File: src/hw/rtl/ute_pkg.sv
// shared types, constants and utf-8 classification functions
package ute_pkg;

  localparam int Q_DEPTH = 4;
  localparam int Q_AW    = 2;
  localparam int Q_CW    = 3;

  localparam logic [1:0] ST_VALID = 2'd0;
  localparam logic [1:0] ST_WAIT  = 2'd1;
  localparam logic [1:0] ST_BAD   = 2'd2;

  localparam logic [127:0] HEX_CHARS = "0123456789ABCDEF";
  localparam logic [7:0]   BACKSLASH = 8'h5c;
  localparam logic [7:0]   LOWER_X   = 8'h78;

  typedef struct packed {
    logic [7:0] ch;
    logic       esc;
    logic       run_last;
    logic       text_end;
  } op_t;

  typedef struct packed {
    logic [1:0] st;
    logic [2:0] len;
    logic       safe;
  } cls_t;

  function automatic logic is_cont(logic [7:0] b);
    return (b >= 8'h80) && (b <= 8'hbf);
  endfunction

  function automatic logic cp_safe(logic [20:0] cp);
    logic bidi;
    bidi = (cp == 21'h00061c) || (cp == 21'h00200e) || (cp == 21'h00200f) ||
           ((cp >= 21'h00202a) && (cp <= 21'h00202e)) ||
           ((cp >= 21'h002066) && (cp <= 21'h002069));
    return (cp >= 21'h000020) && !((cp >= 21'h00007f) && (cp <= 21'h00009f)) &&
           (cp != 21'h00005c) && (cp != 21'h002028) && (cp != 21'h002029) &&
           (cp != 21'h00feff) && !bidi;
  endfunction

  function automatic logic [31:0] rot_win(logic [31:0] w, logic [1:0] s);
    logic [63:0] d;
    d = {w, w} >> {s, 3'b000};
    return d[31:0];
  endfunction

  // window byte 0 is the lead byte, avail counts the bytes present
  function automatic cls_t classify(logic [31:0] w, logic [2:0] avail);
    logic [7:0]  f;
    logic [7:0]  b1;
    logic [7:0]  b2;
    logic [7:0]  b3;
    logic [2:0]  need;
    logic        ok1;
    logic        bad;
    logic [20:0] cp;
    cls_t        r;
    f  = w[7:0];
    b1 = w[15:8];
    b2 = w[23:16];
    b3 = w[31:24];
    if (f <= 8'h7f) begin
      need = 3'd1;
    end else if ((f >= 8'hc2) && (f <= 8'hdf)) begin
      need = 3'd2;
    end else if ((f >= 8'he0) && (f <= 8'hef)) begin
      need = 3'd3;
    end else if ((f >= 8'hf0) && (f <= 8'hf4)) begin
      need = 3'd4;
    end else begin
      need = 3'd0;
    end
    case (f)
      8'he0:   ok1 = (b1 >= 8'ha0) && (b1 <= 8'hbf);
      8'hed:   ok1 = (b1 >= 8'h80) && (b1 <= 8'h9f);
      8'hf0:   ok1 = (b1 >= 8'h90) && (b1 <= 8'hbf);
      8'hf4:   ok1 = (b1 >= 8'h80) && (b1 <= 8'h8f);
      default: ok1 = is_cont(b1);
    endcase
    bad = (need == 3'd0) ||
          ((need > 3'd1) && (avail > 3'd1) && !ok1) ||
          ((need > 3'd2) && (avail > 3'd2) && !is_cont(b2)) ||
          ((need > 3'd3) && (avail > 3'd3) && !is_cont(b3));
    case (need)
      3'd2:    cp = {10'd0, f[4:0], b1[5:0]};
      3'd3:    cp = {5'd0, f[3:0], b1[5:0], b2[5:0]};
      3'd4:    cp = {f[2:0], b1[5:0], b2[5:0], b3[5:0]};
      default: cp = {13'd0, f};
    endcase
    if (bad) begin
      r.st = ST_BAD;
    end else if (avail < need) begin
      r.st = ST_WAIT;
    end else begin
      r.st = ST_VALID;
    end
    r.len  = need;
    r.safe = cp_safe(cp);
    return r;
  endfunction

  function automatic logic [7:0] hex_char(logic [3:0] n);
    return HEX_CHARS[{4'hf - n, 3'b000} +: 8];
  endfunction

endpackage

File: src/hw/rtl/utf8_terminal_safe_escaper.sv
// top level of the utf-8 validator and terminal-safe escaper
//
//   channel | handshake              | payload
//   input   | in_valid / in_ready    | in_byte, in_last
//   output  | out_valid / out_ready  | out_char, is_escape, run_last, text_end
//
// the front takes one byte while idle, then takes no other until it has issued one
// op per byte it releases (up to four), or found that the byte only extends a pending sequence
// the back sends one character a cycle unless stalled: one per copied byte, four per escaped byte
// a four-entry op queue sits between front and back; either side stalls on its own
// synchronous reset empties the queue and clears the pending byte count
module utf8_terminal_safe_escaper (
  input  logic       clk,
  input  logic       rst,
  input  logic       in_valid,
  output logic       in_ready,
  input  logic [7:0] in_byte,
  input  logic       in_last,
  output logic       out_valid,
  input  logic       out_ready,
  output logic [7:0] out_char,
  output logic       is_escape,
  output logic       run_last,
  output logic       text_end
);
  import ute_pkg::*;

  logic q_full;
  logic q_push;
  logic q_pop;
  logic q_empty;
  op_t  push_op;
  op_t  head_op;

  ute_front u_front (
    .clk      (clk),
    .rst      (rst),
    .in_valid (in_valid),
    .in_ready (in_ready),
    .in_byte  (in_byte),
    .in_last  (in_last),
    .q_full   (q_full),
    .q_push   (q_push),
    .q_op     (push_op)
  );

  ute_fifo u_fifo (
    .clk     (clk),
    .rst     (rst),
    .push    (q_push),
    .push_op (push_op),
    .full    (q_full),
    .pop     (q_pop),
    .head_op (head_op),
    .empty   (q_empty)
  );

  ute_back u_back (
    .clk       (clk),
    .rst       (rst),
    .head_op   (head_op),
    .q_empty   (q_empty),
    .q_pop     (q_pop),
    .out_valid (out_valid),
    .out_ready (out_ready),
    .out_char  (out_char),
    .is_escape (is_escape),
    .run_last  (run_last),
    .text_end  (text_end)
  );

endmodule

File: src/hw/rtl/ute_front.sv
// front end: takes bytes, holds pending bytes, classifies and issues byte ops
module ute_front (
  input  logic        clk,
  input  logic        rst,
  input  logic        in_valid,
  output logic        in_ready,
  input  logic [7:0]  in_byte,
  input  logic        in_last,
  input  logic        q_full,
  output logic        q_push,
  output ute_pkg::op_t q_op
);
  import ute_pkg::*;

  logic        busy;
  logic        busy_next;
  logic [31:0] win;
  logic [31:0] win_next;
  logic [2:0]  cnt;
  logic [2:0]  cnt_next;
  logic [2:0]  pos;
  logic [2:0]  pos_next;
  logic [1:0]  rem;
  logic [1:0]  rem_next;
  logic        run_esc;
  logic        run_esc_next;
  logic        last;
  logic        last_next;

  logic [31:0] cur_w;
  logic [31:0] la_w;
  logic [2:0]  pos_n;
  cls_t        cls;
  cls_t        la;
  logic [1:0]  st_eff;
  logic        wait_now;
  logic [2:0]  len_m1;
  logic [1:0]  rem_after;
  logic        op_esc;
  logic        op_last;

  assign in_ready = !busy;

  assign pos_n  = pos + 3'd1;
  assign cur_w  = rot_win(win, pos[1:0]);
  assign la_w   = rot_win(win, pos_n[1:0]);
  assign cls    = classify(cur_w, cnt - pos);
  assign la     = classify(la_w, cnt - pos_n);
  assign st_eff = ((cls.st == ST_WAIT) && last) ? ST_BAD : cls.st;
  assign len_m1 = cls.len - 3'd1;

  assign wait_now = busy && (rem == 2'd0) && (st_eff == ST_WAIT);

  always_comb begin
    if (rem != 2'd0) begin
      rem_after = rem - 2'd1;
      op_esc    = run_esc;
    end else if (st_eff == ST_VALID) begin
      rem_after = len_m1[1:0];
      op_esc    = !cls.safe;
    end else begin
      rem_after = 2'd0;
      op_esc    = 1'b1;
    end
  end

  assign op_last = (rem_after == 2'd0) &&
                   ((pos_n == cnt) || (!last && (la.st == ST_WAIT)));

  assign q_push      = busy && !wait_now && !q_full;
  assign q_op.ch       = cur_w[7:0];
  assign q_op.esc      = op_esc;
  assign q_op.run_last = op_last;
  assign q_op.text_end = op_last && last;

  always_comb begin
    busy_next    = busy;
    win_next     = win;
    cnt_next     = cnt;
    pos_next     = pos;
    rem_next     = rem;
    run_esc_next = run_esc;
    last_next    = last;
    if (!busy) begin
      if (in_valid) begin
        win_next[{cnt[1:0], 3'b000} +: 8] = in_byte;
        cnt_next  = cnt + 3'd1;
        last_next = in_last;
        pos_next  = 3'd0;
        rem_next  = 2'd0;
        busy_next = 1'b1;
      end
    end else if (wait_now) begin
      win_next  = cur_w;
      cnt_next  = cnt - pos;
      busy_next = 1'b0;
    end else if (!q_full) begin
      pos_next = pos_n;
      rem_next = rem_after;
      if (rem == 2'd0) begin
        run_esc_next = op_esc;
      end
      if (op_last) begin
        win_next  = la_w;
        cnt_next  = cnt - pos_n;
        busy_next = 1'b0;
      end
    end
  end

  always_ff @(posedge clk) begin
    if (rst) begin
      busy <= 1'b0;
      cnt  <= 3'd0;
      pos  <= 3'd0;
      rem  <= 2'd0;
    end else begin
      busy <= busy_next;
      cnt  <= cnt_next;
      pos  <= pos_next;
      rem  <= rem_next;
    end
    win     <= win_next;
    run_esc <= run_esc_next;
    last    <= last_next;
  end

endmodule

File: src/hw/rtl/ute_fifo.sv
// short queue of byte ops between front and back
module ute_fifo (
  input  logic         clk,
  input  logic         rst,
  input  logic         push,
  input  ute_pkg::op_t push_op,
  output logic         full,
  input  logic         pop,
  output ute_pkg::op_t head_op,
  output logic         empty
);
  import ute_pkg::*;

  op_t            mem [Q_DEPTH];
  logic [Q_AW-1:0] wr_ptr;
  logic [Q_AW-1:0] rd_ptr;
  logic [Q_CW-1:0] count;
  logic            do_push;
  logic            do_pop;

  assign full    = (count == Q_CW'(Q_DEPTH));
  assign empty   = (count == '0);
  assign do_push = push && !full;
  assign do_pop  = pop && !empty;
  assign head_op = mem[rd_ptr];

  always_ff @(posedge clk) begin
    if (rst) begin
      wr_ptr <= '0;
      rd_ptr <= '0;
      count  <= '0;
    end else begin
      if (do_push) begin
        wr_ptr <= wr_ptr + Q_AW'(1);
      end
      if (do_pop) begin
        rd_ptr <= rd_ptr + Q_AW'(1);
      end
      case ({do_push, do_pop})
        2'b10:   count <= count + Q_CW'(1);
        2'b01:   count <= count - Q_CW'(1);
        default: count <= count;
      endcase
    end
    if (do_push) begin
      mem[wr_ptr] <= push_op;
    end
  end

endmodule

File: src/hw/rtl/ute_back.sv
// back end: expands byte ops into output characters through an output register
module ute_back (
  input  logic         clk,
  input  logic         rst,
  input  ute_pkg::op_t head_op,
  input  logic         q_empty,
  output logic         q_pop,
  output logic         out_valid,
  input  logic         out_ready,
  output logic [7:0]   out_char,
  output logic         is_escape,
  output logic         run_last,
  output logic         text_end
);
  import ute_pkg::*;

  logic [1:0] idx;
  logic       load;
  logic       op_done;
  logic [7:0] ch;

  assign load    = !q_empty && (!out_valid || out_ready);
  assign op_done = !head_op.esc || (idx == 2'd3);
  assign q_pop   = load && op_done;

  always_comb begin
    if (!head_op.esc) begin
      ch = head_op.ch;
    end else begin
      case (idx)
        2'd0:    ch = BACKSLASH;
        2'd1:    ch = LOWER_X;
        2'd2:    ch = hex_char(head_op.ch[7:4]);
        default: ch = hex_char(head_op.ch[3:0]);
      endcase
    end
  end

  always_ff @(posedge clk) begin
    if (rst) begin
      out_valid <= 1'b0;
      idx       <= 2'd0;
    end else if (load) begin
      out_valid <= 1'b1;
      idx       <= op_done ? 2'd0 : idx + 2'd1;
    end else if (out_ready) begin
      out_valid <= 1'b0;
    end
    if (load) begin
      out_char  <= ch;
      is_escape <= head_op.esc;
      run_last  <= op_done && head_op.run_last;
      text_end  <= op_done && head_op.text_end;
    end
  end

endmodule

File: config.mk
export PLATFORM = sky130hd
export DESIGN_NAME = utf8_terminal_safe_escaper
export DESIGN_NICKNAME = d
export VERILOG_FILES = /design/src/hw/rtl/ute_pkg.sv /design/src/hw/rtl/utf8_terminal_safe_escaper.sv /design/src/hw/rtl/ute_front.sv /design/src/hw/rtl/ute_fifo.sv /design/src/hw/rtl/ute_back.sv
export SDC_FILE = /design/constraint.sdc
export NUM_CORES = 1
export LEC_CHECK = 0
export BUFFER_PORTS_ARGS = -buffer_cell sky130_fd_sc_hd__buf_4
export CAP_MARGIN = 5
export CORE_ASPECT_RATIO = 0.6
export CORE_UTILIZATION = 45
export DETAILED_ROUTE_END_ITERATION = 10
export PLACE_DENSITY_LB_ADDON = 0.05
export REMOVE_ABC_BUFFERS = 1
export SYNTH_ARGS = -nofsm -noshare
export SYNTH_HDL_FRONTEND = slang
export SYNTH_HIERARCHICAL = 1
export SYNTH_SLANG_ARGS = --single-unit
File: constraint.sdc
create_clock -name clk -period 5.05 [get_ports clk]
set_clock_uncertainty 0.15 [all_clocks]
set_input_delay 0.505 -clock clk [delete_from_list [all_inputs] [get_ports clk]]
set_output_delay 0.505 -clock clk [all_outputs]
set_load 0.005 [all_outputs]
== After elaboration in Yosys (flattened, before gate mapping) ==
Memory sizes are Yosys's and may differ from the RTL's. A register that Yosys moved wholly into a read port is not among the register bits.
Index checks and enable logic that the tools add are counted.

* Logic and storage cells: 280
* Memory bits (writable): 44
* Memories: 1
* Input bits: 13
* Register bits after elaboration: 64
* Output and inout port bits: 13

{| class="wikitable"
|+ Memory list
! name !! words !! bits a word !! rd ports !! clocked after memory_dff !! wr ports !! line !! RTL
|-
| u_fifo.mem || 4 || 11 || 1 || 1 || 1 || ute_fifo.sv:14 || <nowiki>op_t mem [Q_DEPTH];</nowiki>
|}

* Bitwise logic cells: 3
* $add $sub $neg: 14
* Eq/ne operators: 32
* Shift-type cells: 6
* Mux-type cells: 54
* Order comparisons: 55
* Reduce and logical (&&, ||, !) cells: 99

{| class="wikitable"
|+ Operators with widths
! operator !! count
|-
| variable part select 128 x 8 -> 8 bit, first input constant || 2
|-
| 2-to-1 mux 32 bit || 5
|-
| greater-or-equal comparator 8 bit, second input constant || 16
|-
| <= comparator 8 bit, second input constant || 16
|-
| right shift 64 x 5 -> 32 bit || 2
|-
| equality test 8 bit, second input constant || 8
|-
| case mux 21 bit (3 select lines) || 1
|-
| logical AND 1 bit || 55
|-
| 2-to-1 mux 3 bit || 17
|-
| equality test 21 x 14 -> 1 bit, second input constant || 2
|-
| greater-or-equal comparator 21 x 14 -> 1 bit, second input constant || 2
|-
| <= comparator 21 x 14 -> 1 bit, second input constant || 2
|-
| inequality test 21 x 14 -> 1 bit, second input constant || 2
|-
| bitwise mux 32 bit || 1
|-
| variable shift 8 x 7 -> 32 bit, first input constant || 1
|-
| variable part select 8 x 7 -> 32 bit || 1
|-
| > comparator 3 x 2 -> 1 bit, second input constant || 8
|-
| 2-to-1 mux 2 bit || 12
|-
| case mux 8 bit (3 select lines) || 1
|-
| equality test 21 x 11 -> 1 bit, second input constant || 1
|-
| greater-or-equal comparator 21 x 6 -> 1 bit, second input constant || 1
|-
| greater-or-equal comparator 21 x 7 -> 1 bit, second input constant || 1
|-
| <= comparator 21 x 8 -> 1 bit, second input constant || 1
|-
| inequality test 21 x 16 -> 1 bit, second input constant || 1
|-
| other kinds (31) || 104
|}

== Depth between registers and ports, before layout ==
* Depth after elaboration: 26
* Mapped depth: 25
* Depth with buffers taken out: 23

== Modules after synthesis ==
The synthesis kept the hierarchy.

{| class="wikitable"
|+ By module, submodules not included
! module !! seq. area each (um2) !! instances !! area each (um2) !! cells an instance
|-
| ute_front || 1201.2 || 1 || 5487.8 || 537
|-
| ute_fifo || 1501.4 || 1 || 2065.7 || 111
|-
| ute_back || 390.4 || 1 || 793.3 || 71
|}

== Least setup slack after synthesis ==
Ideal clock, no wire load.

* Kind: register -> register
* Start: register u_front.pos[1]
* End: register u_fifo.count[2]
* Period minus slack after synthesis: 4.893 ns
* Library setup time: 0.070 ns
* Cell stages (with the launch flop): 25
* Data arrival time: 4.673 ns
* Required time: 4.830 ns
* Slack: 0.157 ns
* Cells stage by stage: dfxtp_1 > buf_6 > buf_2 > buf_2 > buf_2 > inv_1 > fa_1 > xnor2_1 > ha_1 > a21oi_1 > o211ai_1 > nor4_1 > or2_1 > or3_1 > clkbuf_1 > inv_2 > inv_1 > nor2_1 > inv_1 > ha_1 > inv_1 > fa_1 > xor2_1 > or3_1 > a21oi_1

* Cells in the longest elaborated chain, start to end: 25
* Elaborated cells between the ends (all ways): 73

{| class="wikitable"
|+ Ends and longest elaborated chain
! element !! line !! RTL
|-
| start: declaration || ute_front.sv:21 || <nowiki>logic [2:0] pos;</nowiki>
|-
| start signal: assignment || ute_front.sv:120 || <nowiki>pos <= pos_next;</nowiki>
|-
| right shift 64 x 5 -> 32 bit || ute_pkg.sv:45 || <nowiki>d = {w, w} >> {s, 3'b000};</nowiki>
|-
| greater-or-equal comparator 8 bit / <= comparator 8 bit (equally long branches) || ute_pkg.sv:70 || <nowiki>end else if ((f >= 8'hf0) && (f <= 8'hf4)) begin</nowiki>
|-
| logical AND 1 bit || ute_pkg.sv:70 ||
|-
| 2-to-1 mux 3 bit || ute_pkg.sv:70 ||
|-
| 2-to-1 mux 3 bit || ute_pkg.sv:68 || <nowiki>end else if ((f >= 8'he0) && (f <= 8'hef)) begin</nowiki>
|-
| 2-to-1 mux 3 bit || ute_pkg.sv:66 || <nowiki>end else if ((f >= 8'hc2) && (f <= 8'hdf)) begin</nowiki>
|-
| 2-to-1 mux 3 bit || ute_pkg.sv:64 || <nowiki>if (f <= 8'h7f) begin</nowiki>
|-
| > comparator 3 x 1 -> 1 bit || ute_pkg.sv:83 || <nowiki>((need > 3'd1) && (avail > 3'd1) && !ok1) ||</nowiki>
|-
| (+9 left out) || -- ||
|-
| equality test 2 x 1 -> 1 bit * || ute_front.sv:52 || <nowiki>assign wait_now = busy && (rem == 2'd0) && (st_eff == ST_WAIT);</nowiki>
|-
| logical AND 1 bit * || ute_front.sv:52 ||
|-
| logical NOT 1 bit * || ute_front.sv:70 || <nowiki>assign q_push = busy && !wait_now && !q_full;</nowiki>
|-
| logical AND 1 bit * (2 in a row) || ute_front.sv:70 ||
|-
| net q_push || utf8_terminal_safe_escaper.sv:29 || <nowiki>logic q_push;</nowiki>
|-
| logical AND 1 bit * || ute_fifo.sv:23 || <nowiki>assign do_push = push && !full;</nowiki>
|-
| equality test 2 x 1 -> 1 bit / equality test 2 bit (equally long branches) || ute_fifo.sv:39 || <nowiki>case ({do_push, do_pop})</nowiki>
|-
| case mux 3 bit (2 select lines) / nonzero test 2 bit (equally long branches) || -- ||
|-
| end signal: assignment || ute_fifo.sv:40 || <nowiki>2'b10: count <= count + Q_CW'(1);</nowiki>
|-
| end signal: assignment || ute_fifo.sv:41 || <nowiki>2'b01: count <= count - Q_CW'(1);</nowiki>
|-
| end signal: assignment || ute_fifo.sv:42 || <nowiki>default: count <= count;</nowiki>
|-
| end: declaration || ute_fifo.sv:17 || <nowiki>logic [Q_CW-1:0] count;</nowiki>
|}

Mark *: on every way through the listed nets, which the timed path passes. The rest lies on a longest branch.
A chain may end at the register's enable or synchronous reset.

==> summary.txt <==
Outcome
  • Outcome: finished with violations
  • Failing checks: DRC

Yosys
  • Post-Syn Instances: 719
  • Yosys reg bits: 110
  • Post-synthesis async set-or-reset flop share: 0%
  • Post-synth EDFFs: 89
  • Sequential area share after synthesis: 37.1%
  • Yosys cell types: 91
  • Synth warn: 6
  • Synth Flop Type: edfxtp_1
  • Post-synthesis area per instance: 11.6 µm²
  • Synth Cell Area: 8350 µm²

STA
  • Final period util: 96.1%
  • Worst setup margin: 0.198 ns
  • Slew Limit Fails: 0
  • Worst relative slew slack: 28.6%
  • Minimum clock period: 4.85 ns
  • Hold Vio Cnt, Final: 0
  • Final setup violation count: 0
  • Slew @ Worst Pin: 1.07 ns
  • Max Freq: 0.206 GHz

Final layout
  • Nets: 805
  • Register area: 3100 µm²
  • Share of cells above drive strength 1: 27.0%
  • Area Overhead vs Synth: 12.2%
  • Fillers: 1557
  • Most common cell after layout, fill and taps aside: edfxtp_1
  • Final Cell Area: 9360 µm²
  • Multi-input gate area: 4870 µm²
  • Most frequent cells in the layout: edfxtp_1, buf_4, mux4_2, nor2_1, nand2_1

Setup path
  • Cells on worst reg2reg path: 15
  • Max FO, Critical Path: 21
  • WP data arrival: 4.94 ns
  • CP max stage delay: 0.61 ns
  • Crit-path slowest cell: mux4_2
  • Worst Setup End Kind: flip-flop
  • Req. time, crit path: 5.14 ns
  • Startpoint types: flip-flop
  • Crit path kind: reg2reg
  • Crit path cell chain: mux4_2 -> and2_1 -> a211oi_4 -> ha_1 -> buf_4 -> a22oi_1 -> a21o_2 -> a31oi_1 -> a21boi_1 -> nand4b_1 -> nor4_1 -> o31a_1 -> o21ai_1 -> o21ai_1 -> buf_4

GRT
  • Initial antenna violation count: 1
  • Gr busiest metal: met1
  • Largest net degree at the start of global routing: 41
  • Met1 Track Usage GR: 42.7%
  • Overflow after GRT: 0
  • GRT Overall Usage: 27.1%
  • GR Util met2: 36.2%
  • Vias in the first global route: 6362
  • Global routing usage on met3: 7.24%
  • First-pass GRT wire length: 38500 µm

Min path
  • Cells on Worst Hold Path: 1
  • Hold crit path type: in2reg

Clock network
  • Total CTS buffers: 9
  • Clk buf depth: 2
  • Reg clk slew, reported paths: 0.09 ns
  • Hold_buf cts: 0
  • CTS sink count: 110
  • H-tree levels: 3
  • Worst skew pair latency: 0.37 ns
  • TritonCTS clock tree: done
  • Clk root buf: clkbuf_16

Drt
  • DRC Markers: 4
  • ANT nets after route: 0
  • Starting DRT DRC Count: 942
  • Routed wire per std cell: 24.6 µm
  • Drt total wl: 24800 µm
  • Via density: 6.91
  • Drt pass-1 iters: 8
  • Via count: 6976

Floorplanning
  • Ports: 26
  • Starting density of the core: 46.1%
  • Core area: 18100 µm²
  • Chip Height: 107 µm
  • Die W: 178 µm
  • Total Die Area: 19100 µm²
  • Row count: 38

Placement
  • Placed wire-length estimate: 18000 µm
  • GPL Wtd Cong: 0.884
  • Place WS: 0.192 ns
  • Post-DP Area: 8980 µm²
  • Port buffer count: 25

Flow run
  • Max-Cap Viols: 0

Pwr
  • Static Leakage: 3.26 nW
  • P per Cell Area: 760 nW/µm²
  • Maximum VDD drop: 0.000434 V
==> power by group <==
group | total (mW) | internal (mW) | switching [mW]
clock | 0.739 | 0.358 | 0.381
sequential | 1.72 | 1.47 | 0.254
combinational | 4.66 | 1.93 | 2.72
==> cell type report <==
cell class | count | share of cell area [%]
Timing Repair Buffer | 82 | 6.88
Inverter | 36 | 1.44
Clock inverter | 7 | 0.869
Sequential cell | 110 | 33.1
Tap cell | 240 | 3.21
Multi-Input combinational cell | 525 | 52.1
Clock buffer | 9 | 2.41
Antenna cell | 1 | 0.0267
==> logic make-up after synthesis <==
logic type | Yosys count | synth area share (%)
simple gates | 221 | 14.9
compound gates | 173 | 15.4
flops | 110 | 37.1
mux | 96 | 22.5
buf+inv | 84 | 4.81
fa+ha+maj | 28 | 4.47
xor+xnor | 7 | 0.899
==> registers in the layout, summed over array words and instances, names as in the netlist, named ones only <==
name,cells
u_back/is_escape,1
u_front/rem,2
u_fifo/wr_ptr,2
u_back/idx,2
u_front/win,32
u_fifo/rd_ptr,2
u_back/out_valid,1
u_front/busy,1
u_front/pos,3
u_fifo/mem,44
u_front/last,1
u_fifo/count,3
u_back/run_last,1
u_front/cnt,3
u_front/run_esc,1
u_back/text_end,1
u_back/out_char,8
==> synth_stat cells (4+ instances only) <==
library cell / number / area (µm²)
nand4_1: 4 / 25.0
nand3b_1: 6 / 45.0
o31ai_1: 6 / 45.0
buf_2: 12 / 60.1
and3_1: 33 / 206
a211oi_1: 5 / 37.5
nand2_1: 34 / 128
dfxtp_1: 21 / 420
buf_6: 8 / 90.1
o22ai_1: 6 / 37.5
mux2i_1: 15 / 150
buf_1: 8 / 30.0
o211ai_1: 7 / 52.6
a221o_1: 31 / 310
ha_1: 25 / 313
nor3_1: 11 / 55.1
nand2b_1: 6 / 37.5
nor2_1: 50 / 188
or3_1: 6 / 37.5
nor2b_1: 6 / 37.5
clkbuf_1: 17 / 63.8
or2_1: 4 / 25.0
mux4_2: 69 / 1550
and2_1: 16 / 100
a21oi_1: 24 / 120
xor2_1: 4 / 35.0
a31oi_1: 11 / 68.8
inv_2: 4 / 15.0
nand3_1: 16 / 80.1
mux2_2: 7 / 78.8
edfxtp_1: 89 / 2670
o21ai_0: 26 / 130
nor4_1: 7 / 43.8
a22oi_1: 11 / 82.6
inv_1: 31 / 116
==> path summary, 6_finish.rpt <==
check                        start               end  slack [ns]
setup / recovery   u_front/win[29]  u_fifo/mem[0][2]        0.20
hold / removal             in_last      u_front/last        0.16
setup reg to reg   u_front/win[29]  u_fifo/mem[0][2]        0.20
hold reg to reg   u_fifo/rd_ptr[1]         flip-flop        0.35
==> layer usage <==
metal / wire [µm] / part of all wire [%]
met1: 11600 / 47
met2: 10100 / 41
met3: 2800 / 11
met4: 333 / 1.3
met5: 0 / 0
==> what timing repair did <==
action                                 4_1_cts  5_1_grt
resized for setup                            0        7
endpoints found under the hold margin        0        0
setup endpoints to repair                    0        7
buffers inserted                             0        6
==> worst max-delay path, delay by kind of cell (launching register included) <==
| kind | cells | cell delay [ns] |
|---|---|---|
| fa+ha+maj | 1 | 0.25 |
| mux | 1 | 0.61 |
| simple gates | 3 | 0.76 |
| compound gates | 8 | 2.00 |
| buf+inv | 2 | 0.42 |
| flops | 1 | 0.49 |
==> metrics by stage <==
stage               TNS (ns)  hold slack (ns)  instances  power [mW]  util (%)
finish                     0            0.159       1010        7.12      51.7
detailed placement         0            0.339        987        6.18      49.6
floorplan            -218.55            0.302        671        4.68         -
CTS                        0            0.145       1003        6.95      51.3
global route          -0.140            0.142       1009        7.56      51.7
global placement           0            0.325        987        6.14      49.6
(Power assumes the default switching activity.)
